--- config.mk ---
export PLATFORM = sky130hd
export DESIGN_NAME = dual_stream_counter_pair_matcher
export DESIGN_NICKNAME = d
export VERILOG_FILES = /design/src/hw/rtl/dscpm_pkg.sv /design/src/hw/rtl/dscpm_ram.sv /design/src/hw/rtl/dscpm_pair_cmp.sv /design/src/hw/rtl/dual_stream_counter_pair_matcher.sv
export SDC_FILE = /design/constraint.sdc
export NUM_CORES = 2
export LEC_CHECK = 0
export BUFFER_PORTS_ARGS = -buffer_cell sky130_fd_sc_hd__clkbuf_2
export CAP_MARGIN = 5
export CELL_PAD_IN_SITES_DETAIL_PLACEMENT = 0
export CELL_PAD_IN_SITES_GLOBAL_PLACEMENT = 2
export CORE_MARGIN = 4
export CORE_UTILIZATION = 46
export DETAILED_ROUTE_END_ITERATION = 7
export GPL_TIMING_DRIVEN = 0
export PLACE_DENSITY = 0.9
export SYNTH_ARGS = -nofsm -noshare
export SYNTH_HDL_FRONTEND = slang
export SYNTH_SLANG_ARGS = --single-unit
--- constraint.sdc ---
create_clock -name clock -period 14.86 [get_ports clock]
set_input_delay 1.486 -clock clock [delete_from_list [all_inputs] [get_ports clock]]
set_output_delay 1.486 -clock clock [all_outputs]
set_load 0.05 [all_outputs]
--- src/hw/rtl/dscpm_pkg.sv ---
`default_nettype none

package dscpm_pkg;

   // Defaults for the top-level parameters
   localparam int SLOTS_DEF        = 8;
   localparam int PAYLOAD_BITS_DEF = 64;

   // Fixed field widths of the request and response
   localparam int CNT_W        = 8;
   localparam int PAYLOAD_W    = 64;
   localparam int SLOT_FIELD_W = 3;

   // Counters pair modulo this value
   localparam int PAIR_MOD = 129;

   // Register port
   localparam int CSR_IDX_W  = 2;
   localparam int CSR_DATA_W = 8;

   localparam logic [CSR_IDX_W-1:0] CSR_ENABLE      = 2'd0;
   localparam logic [CSR_IDX_W-1:0] CSR_PAIR_OFFSET = 2'd1;

   // Amplifier codes
   localparam logic AMP_FIRST  = 1'b0;
   localparam logic AMP_SECOND = 1'b1;

   typedef struct packed {
      logic                 source_amp;
      logic [CNT_W-1:0]     packet_counter;
      logic [PAYLOAD_W-1:0] payload;
   } req_type;

   typedef struct packed {
      logic [SLOT_FIELD_W-1:0] first_slot;
      logic [SLOT_FIELD_W-1:0] second_slot;
      logic [CNT_W-1:0]        first_counter;
      logic [CNT_W-1:0]        second_counter;
      logic [PAYLOAD_W-1:0]    first_payload;
      logic [PAYLOAD_W-1:0]    second_payload;
      logic                    last;
   } rsp_type;

   // Verdict of the pair compare unit for the current slot pair
   typedef struct packed {
      logic first_skip;
      logic pair_hit;
   } cmp_res_type;

   typedef enum logic [1:0] {
      ST_IDLE,
      ST_PRIME,
      ST_SCAN,
      ST_DONE
   } scan_state_type;

endpackage

`default_nettype wire

--- src/hw/rtl/dscpm_ram.sv ---
`default_nettype none

module dscpm_ram #(
   parameter int WIDTH = 72,
   parameter int DEPTH = 8
) (
   input  wire logic                     clock,
   input  wire logic                     wr_en,
   input  wire logic [$clog2(DEPTH)-1:0] wr_addr,
   input  wire logic [WIDTH-1:0]         wr_data,
   input  wire logic [$clog2(DEPTH)-1:0] rd_addr,
   output      logic [WIDTH-1:0]         rd_data
);

   logic [WIDTH-1:0] mem_ff [DEPTH];
   logic [WIDTH-1:0] rd_data_ff;

   // Write one word, read one word with registered data
   always_ff @(posedge clock) begin
      if (wr_en) begin
         mem_ff[wr_addr] <= wr_data;
      end
      rd_data_ff <= mem_ff[rd_addr];
   end

   assign rd_data = rd_data_ff;

endmodule

`default_nettype wire

--- src/hw/rtl/dscpm_pair_cmp.sv ---
`default_nettype none

module dscpm_pair_cmp (
   input  wire logic                          first_valid,
   input  wire logic                          second_valid,
   input  wire logic [dscpm_pkg::CNT_W-1:0]   first_counter,
   input  wire logic [dscpm_pkg::CNT_W-1:0]   second_counter,
   input  wire logic [dscpm_pkg::CNT_W-1:0]   pair_offset,
   input  wire logic                          emitted_valid,
   input  wire logic [dscpm_pkg::CNT_W-1:0]   emitted_counter,
   output      dscpm_pkg::cmp_res_type        res
);

   import dscpm_pkg::*;

   localparam int DIFF_W = CNT_W + 2;

   logic [DIFF_W-1:0] diff;
   logic [DIFF_W-1:0] off;
   logic              offset_ok;
   logic              diff_hit;
   logic              repeat_first;

   // Keep the difference positive: first + 2*129 - second lies in 3..513
   assign diff = DIFF_W'(first_counter) + DIFF_W'(2 * PAIR_MOD) - DIFF_W'(second_counter);
   assign off  = DIFF_W'(pair_offset);

   // An offset outside the residue range never pairs
   assign offset_ok = (pair_offset < CNT_W'(PAIR_MOD));

   // Residue matches when diff equals offset plus a multiple of the modulus
   assign diff_hit = offset_ok &&
                     (diff == off ||
                      diff == off + DIFF_W'(PAIR_MOD) ||
                      diff == off + DIFF_W'(2 * PAIR_MOD) ||
                      diff == off + DIFF_W'(3 * PAIR_MOD));

   // Skip a first slot that is empty or repeats the last emitted counter
   assign repeat_first   = emitted_valid && (first_counter == emitted_counter);
   assign res.first_skip = !first_valid || repeat_first;
   assign res.pair_hit   = !res.first_skip && second_valid && diff_hit;

endmodule

`default_nettype wire

--- src/hw/rtl/dual_stream_counter_pair_matcher.sv ---
// Channel   Ports                              Handshake
// --------  ---------------------------------  ----------------------------------
// request   start, busy, req_data              taken when start && !busy
// response  rsp_valid, rsp_data                one-cycle strobe, cannot be held off
// register  csr_valid, csr_ready, csr_index,   written when csr_valid && csr_ready
//           csr_wdata
//
// A stored request holds busy through the prime step, the scan and the closing step. The
// scan visits each first-ring slot in turn, passes over an empty or skipped one, and for
// each other one tries second-ring slots in order until a hit or the last slot.
// A request taken while disabled stores nothing. A response leaves in the cycle after the
// next hit; the final one leaves in the first idle clock, after busy has dropped.
// Reset is synchronous and empties both rings. The receiver cannot stall.
`default_nettype none

module dual_stream_counter_pair_matcher #(
   parameter int SLOTS        = dscpm_pkg::SLOTS_DEF,
   parameter int PAYLOAD_BITS = dscpm_pkg::PAYLOAD_BITS_DEF
) (
   input  wire logic                               clock,
   input  wire logic                               reset,

   input  wire logic                               start,
   output      logic                               busy,
   input  wire dscpm_pkg::req_type                 req_data,

   output      logic                               rsp_valid,
   output      dscpm_pkg::rsp_type                 rsp_data,

   input  wire logic                               csr_valid,
   output      logic                               csr_ready,
   input  wire logic [dscpm_pkg::CSR_IDX_W-1:0]    csr_index,
   input  wire logic [dscpm_pkg::CSR_DATA_W-1:0]   csr_wdata
);

   import dscpm_pkg::*;

   localparam int               SLOT_W    = $clog2(SLOTS);
   localparam int               WORD_W    = CNT_W + PAYLOAD_BITS;
   localparam logic [SLOT_W-1:0] LAST_SLOT = SLOT_W'(SLOTS - 1);

   // Registers
   logic                 enable_ff;
   logic [CNT_W-1:0]     pair_offset_ff;

   scan_state_type       state_ff, state_in;
   logic [SLOTS-1:0]     first_valid_ff, first_valid_in;
   logic [SLOTS-1:0]     second_valid_ff, second_valid_in;
   logic [SLOT_W-1:0]    first_wptr_ff, first_wptr_in;
   logic [SLOT_W-1:0]    second_wptr_ff, second_wptr_in;
   logic [SLOT_W-1:0]    i_ff, i_in;
   logic [SLOT_W-1:0]    k_ff, k_in;
   logic                 emitted_valid_ff, emitted_valid_in;
   logic [CNT_W-1:0]     emitted_counter_ff, emitted_counter_in;
   logic                 pend_valid_ff, pend_valid_in;
   rsp_type              pend_ff, pend_in;
   logic                 rsp_valid_ff, rsp_valid_in;
   rsp_type              rsp_ff, rsp_in;

   // Combinational
   logic                 accept;
   logic                 store;
   logic                 first_we;
   logic                 second_we;
   logic [WORD_W-1:0]    wr_word;
   logic [WORD_W-1:0]    first_rd_word;
   logic [WORD_W-1:0]    second_rd_word;
   logic [CNT_W-1:0]     c1;
   logic [CNT_W-1:0]     c2;
   logic [PAYLOAD_BITS-1:0] p1;
   logic [PAYLOAD_BITS-1:0] p2;
   cmp_res_type          cmp_res;
   rsp_type              new_rsp;
   logic                 advance_i;

   assign busy      = (state_ff != ST_IDLE);
   assign accept    = start && !busy;
   assign store     = accept && enable_ff;
   assign csr_ready = !busy;

   // Ring write on a stored request
   assign first_we  = store && (req_data.source_amp == AMP_FIRST);
   assign second_we = store && (req_data.source_amp == AMP_SECOND);
   assign wr_word   = {req_data.packet_counter, req_data.payload[PAYLOAD_BITS-1:0]};

   dscpm_ram #(
      .WIDTH (WORD_W),
      .DEPTH (SLOTS)
   ) u_first_ring (
      .clock   (clock),
      .wr_en   (first_we),
      .wr_addr (first_wptr_ff),
      .wr_data (wr_word),
      .rd_addr (i_in),
      .rd_data (first_rd_word)
   );

   dscpm_ram #(
      .WIDTH (WORD_W),
      .DEPTH (SLOTS)
   ) u_second_ring (
      .clock   (clock),
      .wr_en   (second_we),
      .wr_addr (second_wptr_ff),
      .wr_data (wr_word),
      .rd_addr (k_in),
      .rd_data (second_rd_word)
   );

   assign c1 = first_rd_word[WORD_W-1 -: CNT_W];
   assign c2 = second_rd_word[WORD_W-1 -: CNT_W];
   assign p1 = first_rd_word[PAYLOAD_BITS-1:0];
   assign p2 = second_rd_word[PAYLOAD_BITS-1:0];

   // Shared compare unit, one slot pair per clock
   dscpm_pair_cmp u_pair_cmp (
      .first_valid     (first_valid_ff[i_ff]),
      .second_valid    (second_valid_ff[k_ff]),
      .first_counter   (c1),
      .second_counter  (c2),
      .pair_offset     (pair_offset_ff),
      .emitted_valid   (emitted_valid_ff),
      .emitted_counter (emitted_counter_ff),
      .res             (cmp_res)
   );

   // Build the response for the current slot pair
   always_comb begin
      new_rsp.first_slot     = SLOT_FIELD_W'(i_ff);
      new_rsp.second_slot    = SLOT_FIELD_W'(k_ff);
      new_rsp.first_counter  = c1;
      new_rsp.second_counter = c2;
      new_rsp.first_payload  = PAYLOAD_W'(p1);
      new_rsp.second_payload = PAYLOAD_W'(p2);
      new_rsp.last           = 1'b0;
   end

   // Sequencer: next state, scan indexes, ring bookkeeping, response queue
   always_comb begin
      state_in           = state_ff;
      first_valid_in     = first_valid_ff;
      second_valid_in    = second_valid_ff;
      first_wptr_in      = first_wptr_ff;
      second_wptr_in     = second_wptr_ff;
      i_in               = i_ff;
      k_in               = k_ff;
      emitted_valid_in   = emitted_valid_ff;
      emitted_counter_in = emitted_counter_ff;
      pend_valid_in      = pend_valid_ff;
      pend_in            = pend_ff;
      rsp_valid_in       = 1'b0;
      rsp_in             = rsp_ff;
      advance_i          = 1'b0;

      case (state_ff)
         ST_IDLE: begin
            i_in = '0;
            k_in = '0;
            if (first_we) begin
               first_valid_in[first_wptr_ff] = 1'b1;
               first_wptr_in = (first_wptr_ff == LAST_SLOT) ? '0
                                                             : SLOT_W'(first_wptr_ff + 1'b1);
            end
            if (second_we) begin
               second_valid_in[second_wptr_ff] = 1'b1;
               second_wptr_in = (second_wptr_ff == LAST_SLOT) ? '0
                                                               : SLOT_W'(second_wptr_ff + 1'b1);
            end
            if (store) begin
               state_in = ST_PRIME;
            end
         end

         // Wait for the first read of slot pair zero
         ST_PRIME: begin
            state_in = ST_SCAN;
         end

         ST_SCAN: begin
            if (cmp_res.first_skip) begin
               advance_i = 1'b1;
            end else if (cmp_res.pair_hit) begin
               // Free both slots, send the held pair and hold this one
               first_valid_in[i_ff]  = 1'b0;
               second_valid_in[k_ff] = 1'b0;
               emitted_valid_in      = 1'b1;
               emitted_counter_in    = c1;
               if (pend_valid_ff) begin
                  rsp_in       = pend_ff;
                  rsp_valid_in = 1'b1;
               end
               pend_in       = new_rsp;
               pend_valid_in = 1'b1;
               advance_i     = 1'b1;
            end else if (k_ff == LAST_SLOT) begin
               advance_i = 1'b1;
            end else begin
               k_in = SLOT_W'(k_ff + 1'b1);
            end

            if (advance_i) begin
               k_in = '0;
               if (i_ff == LAST_SLOT) begin
                  state_in = ST_DONE;
               end else begin
                  i_in = SLOT_W'(i_ff + 1'b1);
               end
            end
         end

         // Send the held pair as the final one
         ST_DONE: begin
            if (pend_valid_ff) begin
               rsp_in        = pend_ff;
               rsp_in.last   = 1'b1;
               rsp_valid_in  = 1'b1;
               pend_valid_in = 1'b0;
            end
            state_in = ST_IDLE;
         end

         default: begin
            state_in = ST_IDLE;
         end
      endcase
   end

   // Control state
   always_ff @(posedge clock) begin
      if (reset) begin
         state_ff           <= ST_IDLE;
         first_valid_ff     <= '0;
         second_valid_ff    <= '0;
         first_wptr_ff      <= '0;
         second_wptr_ff     <= '0;
         i_ff               <= '0;
         k_ff               <= '0;
         emitted_valid_ff   <= 1'b0;
         emitted_counter_ff <= '0;
         pend_valid_ff      <= 1'b0;
         rsp_valid_ff       <= 1'b0;
      end else begin
         state_ff           <= state_in;
         first_valid_ff     <= first_valid_in;
         second_valid_ff    <= second_valid_in;
         first_wptr_ff      <= first_wptr_in;
         second_wptr_ff     <= second_wptr_in;
         i_ff               <= i_in;
         k_ff               <= k_in;
         emitted_valid_ff   <= emitted_valid_in;
         emitted_counter_ff <= emitted_counter_in;
         pend_valid_ff      <= pend_valid_in;
         rsp_valid_ff       <= rsp_valid_in;
      end
   end

   // Response payload
   always_ff @(posedge clock) begin
      pend_ff <= pend_in;
      rsp_ff  <= rsp_in;
   end

   // Register writes
   always_ff @(posedge clock) begin
      if (reset) begin
         enable_ff      <= 1'b0;
         pair_offset_ff <= '0;
      end else if (csr_valid && csr_ready) begin
         case (csr_index)
            CSR_ENABLE:      enable_ff      <= csr_wdata[0];
            CSR_PAIR_OFFSET: pair_offset_ff <= csr_wdata;
            default: ;
         endcase
      end
   end

   assign rsp_valid = rsp_valid_ff;
   assign rsp_data  = rsp_ff;

   // A matched pair frees both of its slots
   a_hit_frees_slots: assert property (@(posedge clock) disable iff (reset)
      state_ff == ST_SCAN && cmp_res.pair_hit |=>
         !first_valid_ff[$past(i_ff)] && !second_valid_ff[$past(k_ff)])
      else $error("matched slots not freed");

   // A held pair exists only while a scan is in progress or finishing
   a_pend_in_scan: assert property (@(posedge clock) disable iff (reset)
      pend_valid_ff |-> (state_ff == ST_SCAN || state_ff == ST_DONE))
      else $error("held pair outside a scan");

   // Responses leave only from the scan or its closing step
   a_rsp_source: assert property (@(posedge clock) disable iff (reset)
      rsp_valid_ff |-> ($past(state_ff) == ST_SCAN || $past(state_ff) == ST_DONE))
      else $error("response outside a scan");

   // The final marker comes only from the closing step
   a_last_at_done: assert property (@(posedge clock) disable iff (reset)
      rsp_valid_ff && rsp_ff.last |-> $past(state_ff) == ST_DONE)
      else $error("final marker outside the closing step");

endmodule

`default_nettype wire
# Yosys cells after proc, flatten, opt, wreduce, memory -nomap -nowiden
# Memory sizes are Yosys's and may differ from the RTL's. A register that Yosys moved wholly into a read port is not among the register bits.
# Index checks and enable logic that the tools add are counted.
[totals]
regBits = 351
latchBits = 0
mem_bits_rw = 1152
rom_bits = 0
output_inout_bits = 154
elab_cells = 165
memories = 2
[memory_table]
columns = ["memory", "words", "word_bits", "read_ports", "rd_ports_with_merged_regs", "wr", "line_no", "text"]
rows = [
  ["u_first_ring.mem_ff", 8, 72, 1, 1, 1, "dscpm_ram.sv:15", "logic [WIDTH-1:0] mem_ff [DEPTH];"],
  ["u_second_ring.mem_ff", 8, 72, 1, 1, 1, "dscpm_ram.sv:15", ""],
]
[classes]
n_addsub = 9
multipliers = 0
n_div = 0
order_cmp = 9
eq_ne = 22
n_shift = 0
muxes = 54
n_bitwise = 8
reduce_logical = 35
[ops]
columns = ["operator", "n"]
rows = [
  ["151-bit 2-to-1 mux", 4],
  ["151-bit case mux with 2 select lines", 1],
  ["8-bit 2-to-1 mux", 6],
  ["8-bit case mux with 2 select lines", 2],
  ["8-bit by 9-bit adder with 10-bit output, second input constant", 3],
  ["10-bit == test", 3],
  ["3-bit 2-to-1 mux", 8],
  ["1-bit 2-to-1 mux", 19],
  ["2-bit != test, second input constant", 9],
  ["8-bit AND", 2],
  ["3-bit by 4-bit less-than comparator with 1-bit output, second input constant", 4],
  ["8-bit NOT", 2],
  ["8-bit bitwise OR", 2],
  ["1-bit logical AND", 13],
  ["3-bit by 1-bit adder with 3-bit output, second input constant", 4],
  ["1-bit demux with 3-bit select", 4],
  ["3-bit == test, second input constant", 4],
  ["3-bit by 1-bit greater-or-equal comparator with 1-bit output, second input constant", 4],
  ["3-bit case mux with 2 select lines", 2],
  ["10-bit by 8-bit == test with 1-bit output", 1],
  ["10-bit by 8-bit subtractor with 10-bit output", 1],
  ["8-bit by 8-bit adder with 9-bit output, second input constant", 1],
  ["3-bit AND reduction", 3],
  ["8-bit == test", 1],
  ["other kinds (15)", 34],
]

# Logic depth before layout (Yosys ltp)
[logic_depth]
depth_word = 13
ltp_mapped = 22
mapped_depth_nobuf = 18

# Hierarchy
# A second synthesis with hierarchy kept.
[hier_totals]
cells_unflattened = 2643
area_unflattened_um2 = 59823.6
[modules_own_cells]
columns = ["module", "n_inst", "cells_per_inst", "area_per_inst_um2", "seq_area_each_um2"]
rows = [
  ["dscpm_ram", 2, 917, 23368.7, 18738.0],
  ["dual_stream_counter_pair_matcher", 1, 585, 11526.1, 10039.6],
  ["dscpm_pair_cmp", 1, 224, 1560.2, 0.0],
]

# Worst setup path before layout
# OpenSTA, ideal clock, no wires.
[synth_path]
path_type = "register to register"
start = "register u_first_ring.rd_data_ff[65], in the netlist u_first_ring.rd_data[65] (read register of u_first_ring.mem_ff)"
end = "register pend_ff[100] in the netlist's numbering (enable)"
setup_time_ns = 0.766
arrival_time_ns = 11.228
required_time_ns = 14.094
path_slack_ns = 2.865
path_stages_with_launch = 14
path_buffers = 0
period_less_slack_ns = 11.995
path_cell_list = "dfxtp_1 inv_1 ha_1 inv_1 ha_1 inv_1 fa_1 nor2b_1 o2111a_1 nor2_1 xnor2_1 mux2_2 a211o_1 a31oi_1"
[synth_between]
elab_chain_len = 9
word_cells_on_any_way = 18
cone_classes = "add/sub: 2; eq/ne: 5; bitwise: 1; reduce/logical: 10"
[synth_lines]
columns = ["item", "line_no", "text"]
rows = [
  ["start, declared", "dscpm_ram.sv:16", "logic [WIDTH-1:0] rd_data_ff;"],
  ["8-bit by 9-bit adder with 10-bit output", "dscpm_pair_cmp.sv:25", "assign diff = DIFF_W'(first_counter) + DIFF_W'(2 * PAIR_MOD) - DIFF_W'(second_counter);"],
  ["10-bit by 8-bit subtractor with 10-bit output", "dscpm_pair_cmp.sv:25", ""],
  ["10-bit by 8-bit == test with 1-bit output or 10-bit == test (tied branches)", "dscpm_pair_cmp.sv:33, dscpm_pair_cmp.sv:34", ""],
  ["1-bit logical OR", "dscpm_pair_cmp.sv:33", "(diff == off ||"],
  ["1-bit logical OR", "dscpm_pair_cmp.sv:34", "diff == off + DIFF_W'(PAIR_MOD) ||"],
  ["1-bit logical OR", "dscpm_pair_cmp.sv:35", "diff == off + DIFF_W'(2 * PAIR_MOD) ||"],
  ["1-bit logical AND", "dscpm_pair_cmp.sv:32", "assign diff_hit = offset_ok &&"],
  ["1-bit logical AND", "dscpm_pair_cmp.sv:41", "assign res.pair_hit = !res.first_skip && second_valid && diff_hit;"],
  ["3-bit AND reduction (no line) (*)", "-", ""],
  ["end signal, assigned", "dual_stream_counter_pair_matcher.sv:259", "pend_ff <= pend_in;"],
  ["end, declared", "dual_stream_counter_pair_matcher.sv:56", "rsp_type pend_ff, pend_in;"],
]
# Every way passes the cells marked *; elsewhere a longest branch is shown, timed or not.
# A chain may end at the register's enable or synchronous reset.

# Worst setup path after layout
[layout_path]
start = "register u_first_ring.rd_data_ff[65], in the netlist u_first_ring.rd_data[65] (read register of u_first_ring.mem_ff)"
end = "register u_first_ring.rd_data_ff[55], in the netlist u_first_ring.rd_data[55] (read register of u_first_ring.mem_ff)"
[layout_between]
elab_chain_len = 13
word_cells_on_any_way = 21
cone_classes = "add/sub: 2; eq/ne: 5; mux: 5; reduce/logical: 9"
[layout_lines]
columns = ["item", "line_no", "text"]
rows = [
  ["8-bit by 9-bit adder with 10-bit output", "dscpm_pair_cmp.sv:25", ""],
  ["10-bit by 8-bit subtractor with 10-bit output", "dscpm_pair_cmp.sv:25", ""],
  ["10-bit by 8-bit == test with 1-bit output or 10-bit == test (tied branches)", "dscpm_pair_cmp.sv:33, dscpm_pair_cmp.sv:34", ""],
  ["1-bit logical OR", "dscpm_pair_cmp.sv:33", ""],
  ["1-bit logical OR", "dscpm_pair_cmp.sv:34", ""],
  ["1-bit logical OR", "dscpm_pair_cmp.sv:35", ""],
  ["1-bit logical AND", "dscpm_pair_cmp.sv:32", ""],
  ["1-bit logical AND", "dscpm_pair_cmp.sv:41", ""],
  ["1-bit 2-to-1 mux", "dual_stream_counter_pair_matcher.sv:182", "end else if (cmp_res.pair_hit) begin"],
  ["1-bit 2-to-1 mux (*)", "dual_stream_counter_pair_matcher.sv:180", "if (cmp_res.first_skip) begin"],
  ["1-bit 2-to-1 mux (*)", "dual_stream_counter_pair_matcher.sv:155", "case (state_ff)"],
  ["3-bit 2-to-1 mux (*)", "dual_stream_counter_pair_matcher.sv:201", "if (advance_i) begin"],
  ["3-bit case mux with 2 select lines (*)", "dual_stream_counter_pair_matcher.sv:155", ""],
]
# Every way passes the cells marked *; elsewhere a longest branch is shown, timed or not. The select of a mux whose other input is x is not followed.

==> results <==
- The number of remaining DRC errors is 0.
- The total buffers and inverters traversed by the critical path is 5.
- The number of synthesized register bits is 1647.
- The endpoint required time on the critical path is 15.52 ns.
- The number of nets at the end of the flow is 4239.
- The quantity of hold-fixing buffers added after cts is 0.
- The initial antenna violation count was 12.
- For the final routed database, the setup TNS stands at 0 ns.
- The number of failing hold endpoints at the final stage came to 0.
- Across every metal layer, demand over resource in global routing totals 0.211.
- The design draws 9.46 mW.
- The number of DRC markers in iteration 0 is 3339.
- In this run, synthesis inferred 1453 flip-flops with an integrated enable.
- The synthesized net count is 3751.
- The headroom to the max-slew limit is 0.0872.
- The largest incremental delay on the critical path is 0.75 ns.
- The number of gates resized after cts is 0.
- TritonCTS built the clock tree.
- Of the cells placed in the final design, the portion with a size suffix greater than 1 is 0.191.
- For this configuration, the core starts out at a cell density of 0.466.
- VDD sags by at most 124 µV.
- The routed wire length is 146000 µm.
- In the synthesized netlist the async set-or-reset flop fraction comes to 0.
- The floorplan step defined a die boundary enclosing 138000 µm².
- The worst path meets setup with 8.39 ns of slack.
- In this run the most critical hold path is launched from u_first_ring.rd_data[11].
- The floorplan die height is 371 µm.
- The routability congestion estimate from global placement is 0.803.
- Buffers placed on the I/O ports in this run total 239.
- The min-delay analysis places its worst path in the category register to register.
- Of the available clock period, the critical path in the final layout requires 0.435.
- The number of clock sinks is 1647.
- A synthesized cell averages 16.7 µm².
- The layout filler cell count is 10200.
- From synthesis to final layout, the design area changed by 17.3%.
- The per-cell routed wire length is 24.3 µm.
- The worst path in the final design needs a cycle of 6.47 ns, including I/O delays and setup.
- The flow ran to the end, and the final reports show no timing, DRC or antenna violations.
- The critical path is of the register to register type.
- For the worst setup path, the data arrival time is 7.12 ns.
- The total leakage power is 23.9 nW.
- The multi-input combinational cells in the finished layout cover a total of 12000 µm².
- The worst setup path is launched from a register.
- Clock latency on the worst-skew pair, taken at its later pin, is 0.82 ns.
- The summed area of non-filler cells in the final layout is 71100 µm².
- The post-detailed-route count of antenna-violating nets is 0.
- The clock buffer count from CTS is 165.
- Setup repair after global routing left no endpoint under its margin.
- By area the synthesized netlist is led by sky130_fd_sc_hd__edfxtp_1 (72%), sky130_fd_sc_hd__dfxtp_1 (6.4%), sky130_fd_sc_hd__mux2i_1 (3.7%).
- The library cell occupying the most area in the post-synthesis netlist is sky130_fd_sc_hd__edfxtp_1.
- The aggregate global routing overflow is 0.
- The post-synthesis sequential area ratio is 0.784.
- Dividing the detail-routed via count by the number of cells gives 5.55.
- The number of iterations in the first detailed-routing pass is 6.
- The sequential cells in the finished layout cover a total of 47500 µm².
- Entering global routing, the biggest net connects 31 pins.
- The longest clock path from root to sink contains 3 buffers.
- The worst setup path is captured at a register.
- In this run, distinct cell masters in the synthesized netlist total 81.
- Across the routed clock network, the largest skew measured is 0.0517 ns.
- The final HPWL from detailed placement is 95600 µm.
- The pre-CTS setup slack is 8.34 ns.
- The die is 371 µm wide.
- In the synthesized netlist the dominant register cell turns out to be sky130_fd_sc_hd__edfxtp_1.
- Setup violations remaining at the end of the flow were counted as 0.
- 241 I/O pins were placed.
- The wire length of the first global-routing pass is 215000 µm.
- The power density normalized to cell area is 133 nW/µm².
- The transition time at the pin with the least slew margin is 1.37 ns.
- The most used cell along the critical path is sky130_fd_sc_hd__inv_1.
- The share of the core filled with cells is 0.546.
- Walking the worst path, the cells encountered are inv_1 > ha_1 > inv_1 > ha_1 > inv_1 > fa_1 > nor2b_1 > o2111a_1 > nor2_1 > xnor2_1 > mux2i_1 > a2111oi_4 > a311oi_4 > mux2_4 > nand2_2 > buf_2 > buf_2 > mux2i_1 > a211oi_2.
- The startpoint identified for the worst register-to-register timing path is u_first_ring.rd_data[65].
- The critical path starts at u_first_ring.rd_data[65].
- Buffers added to address setup during post-CTS repair amount to 0.
- The maximum fanout encountered on the critical timing path is 10.
- The placeable core region is 130000 µm².
- The tool flagged a number of max-cap violations equal to 0.
- The total number of vias is 33300.
- Summing all placed instances gives a cell area of 65600 µm².
- For this run, the number of Yosys warnings is 0.
- The share of Yosys cell area claimed by the top area cell type is 0.720.
- The max-slew violation total from the final report came to 0.
- The number of cells produced by synthesis is 3635.
- The slowest stage of the critical path is the sky130_fd_sc_hd__buf_2 cell.
- Clock-pin slew was measured on the worst setup and hold paths at 0.06 ns.
- The via count of the first global-routing pass is 33000.
- The clock tree root buffer cell is sky130_fd_sc_hd__clkbuf_16.
- The highest clock rate is 0.155 GHz.
- CTS built an H-tree with a depth of 4.
- Grouping stages by cell kind, the critical path spends the most delay in compound AO/OA/AOI/OAI gates.
- The number of rows in the core area is 132.
- The mapped netlist covers 60600 µm².
==> through the flow <==
step | hold WS, ns | instances
6_report | 0.375 | 6006
5_1_grt | 0.387 | 6003
4_1_cts | 0.381 | 6003
3_5_place_dp | 0.389 | 5698
3_3_place_gp | 0.388 | 5616
2_1_floorplan | 0.386 | 3635
==> worst paths after layout <==
path	slack [ns]	cells after the start	to
worst min register to register	0.37	0	pend_ff[76]
worst max-delay path	8.39	19	u_first_ring.rd_data[55]
worst min-delay path	0.37	0	pend_ff[76]
worst max register to register	8.39	19	u_first_ring.rd_data[55]
==> cells by family after synthesis <==
| family | after synthesis | synth area share |
|---|---|---|
| flops | 1647 | 0.784 |
| xor+xnor | 36 | 0.00617 |
| mux | 226 | 0.0374 |
| buf+inv | 246 | 0.0217 |
| fa+ha+maj | 29 | 0.00611 |
| compound gates | 634 | 0.0862 |
| simple gates | 817 | 0.0585 |
==> cell usage in the layout, fill, tap and decap left out, drive strengths merged, types with 4 or more instances in the layout <==
cell type and count:
edfxtp 1453, nand2 579, clkbuf 545, mux2i 223, buf 223, a32o 217
a21oi 196, dfxtp 194, a211oi 158, and3 76, nor2 56, clkinv 51
inv 40, ha 28, nor3 27, xnor2 23, nand3 17, o21ai 13
a31oi 13, nand4 10, xor2 9, nor2b 9, nand2b 8, bufinv 8
clkinvlp 5, or3 4, nor4 4, o31ai 4, or2 4
==> state kept, by name, indices dropped and copies added (netlist names) <==
name,flops
second_valid_ff,8
first_wptr_ff,3
u_first_ring.rd_data,72
enable_ff,1
rsp_valid,1
u_second_ring.mem_ff,576
rsp_data,151
pend_valid_ff,1
emitted_counter_ff,8
i_ff,3
u_first_ring.mem_ff,576
pair_offset_ff,8
emitted_valid_ff,1
k_ff,3
second_wptr_ff,3
first_valid_ff,8
pend_ff,150
state_ff,2
u_second_ring.rd_data,72
==> Yosys cell counts (3+ instances only) <==
cell type and n:
sky130_fd_sc_hd__a211oi_2 70, sky130_fd_sc_hd__nor2_1 54, sky130_fd_sc_hd__nand4_1 10, sky130_fd_sc_hd__nor3_1 25, sky130_fd_sc_hd__nand3_1 17, sky130_fd_sc_hd__nor3b_1 3
sky130_fd_sc_hd__a31oi_1 11, sky130_fd_sc_hd__inv_1 31, sky130_fd_sc_hd__nand2_1 578, sky130_fd_sc_hd__a211oi_1 88, sky130_fd_sc_hd__buf_4 33, sky130_fd_sc_hd__xor3_1 3
sky130_fd_sc_hd__nor2b_1 9, sky130_fd_sc_hd__or3_1 4, sky130_fd_sc_hd__nand3b_1 3, sky130_fd_sc_hd__xor2_1 9, sky130_fd_sc_hd__edfxtp_1 1453, sky130_fd_sc_hd__buf_2 73
sky130_fd_sc_hd__nor4_1 4, sky130_fd_sc_hd__xnor2_1 23, sky130_fd_sc_hd__buf_1 12, sky130_fd_sc_hd__ha_1 28, sky130_fd_sc_hd__buf_6 23, sky130_fd_sc_hd__or2_2 3
sky130_fd_sc_hd__and3_1 76, sky130_fd_sc_hd__and2_1 3, sky130_fd_sc_hd__nand2b_1 8, sky130_fd_sc_hd__or4b_1 3, sky130_fd_sc_hd__mux2i_1 223, sky130_fd_sc_hd__o21ai_0 11
sky130_fd_sc_hd__and4b_1 3, sky130_fd_sc_hd__clkbuf_1 73, sky130_fd_sc_hd__a32o_1 217, sky130_fd_sc_hd__dfxtp_1 194, sky130_fd_sc_hd__a21oi_1 195, sky130_fd_sc_hd__o31ai_1 4
==> worst register-to-register path, stage by stage, from the launching register on <==
cell	delay, ns
sky130_fd_sc_hd__dfxtp_1	0.46
sky130_fd_sc_hd__inv_1	0.08
sky130_fd_sc_hd__ha_1	0.29
sky130_fd_sc_hd__inv_1	0.06
sky130_fd_sc_hd__ha_1	0.18
sky130_fd_sc_hd__inv_1	0.07
sky130_fd_sc_hd__fa_1	0.45
sky130_fd_sc_hd__nor2b_1	0.22
sky130_fd_sc_hd__o2111a_1	0.28
sky130_fd_sc_hd__nor2_1	0.13
sky130_fd_sc_hd__xnor2_1	0.33
sky130_fd_sc_hd__mux2i_1	0.37
sky130_fd_sc_hd__a2111oi_4	0.13
sky130_fd_sc_hd__a311oi_4	0.59
sky130_fd_sc_hd__mux2_4	0.38
sky130_fd_sc_hd__nand2_2	0.48
sky130_fd_sc_hd__buf_2	0.75
sky130_fd_sc_hd__buf_2	0.47
sky130_fd_sc_hd__mux2i_1	0.16
sky130_fd_sc_hd__a211oi_2	0.43
==> layout make-up <==
class                           instances  area share
Sequential cell                      1647       0.668
Clock buffer                          232      0.0662
Inverter                               31     0.00164
Timing Repair Buffer                  321      0.0368
Antenna cell                            3    0.000106
Multi-Input combinational cell       1742       0.168
Clock inverter                         73      0.0115
Buffer                                215      0.0169
Tap cell                             1742      0.0307
==> metal layers <==
layer	vias to the layer above	global-route usage	wire length (µm)
li1	15100	-	-
met1	16700	0.291	62200
met2	1235	0.333	68300
met3	252	0.0443	10700
met4	10	0.0782	4660
met5	-	0	54
==> power breakdown <==
part	leakage (nW)	internal (mW)	switching (mW)	total, mW
combinational	6.55	0.0806	0.172	0.252
clock	2.69	2.38	1.77	4.15
sequential	14.7	5.05	0.0113	5.06
Power figures use the tool's default switching activity.
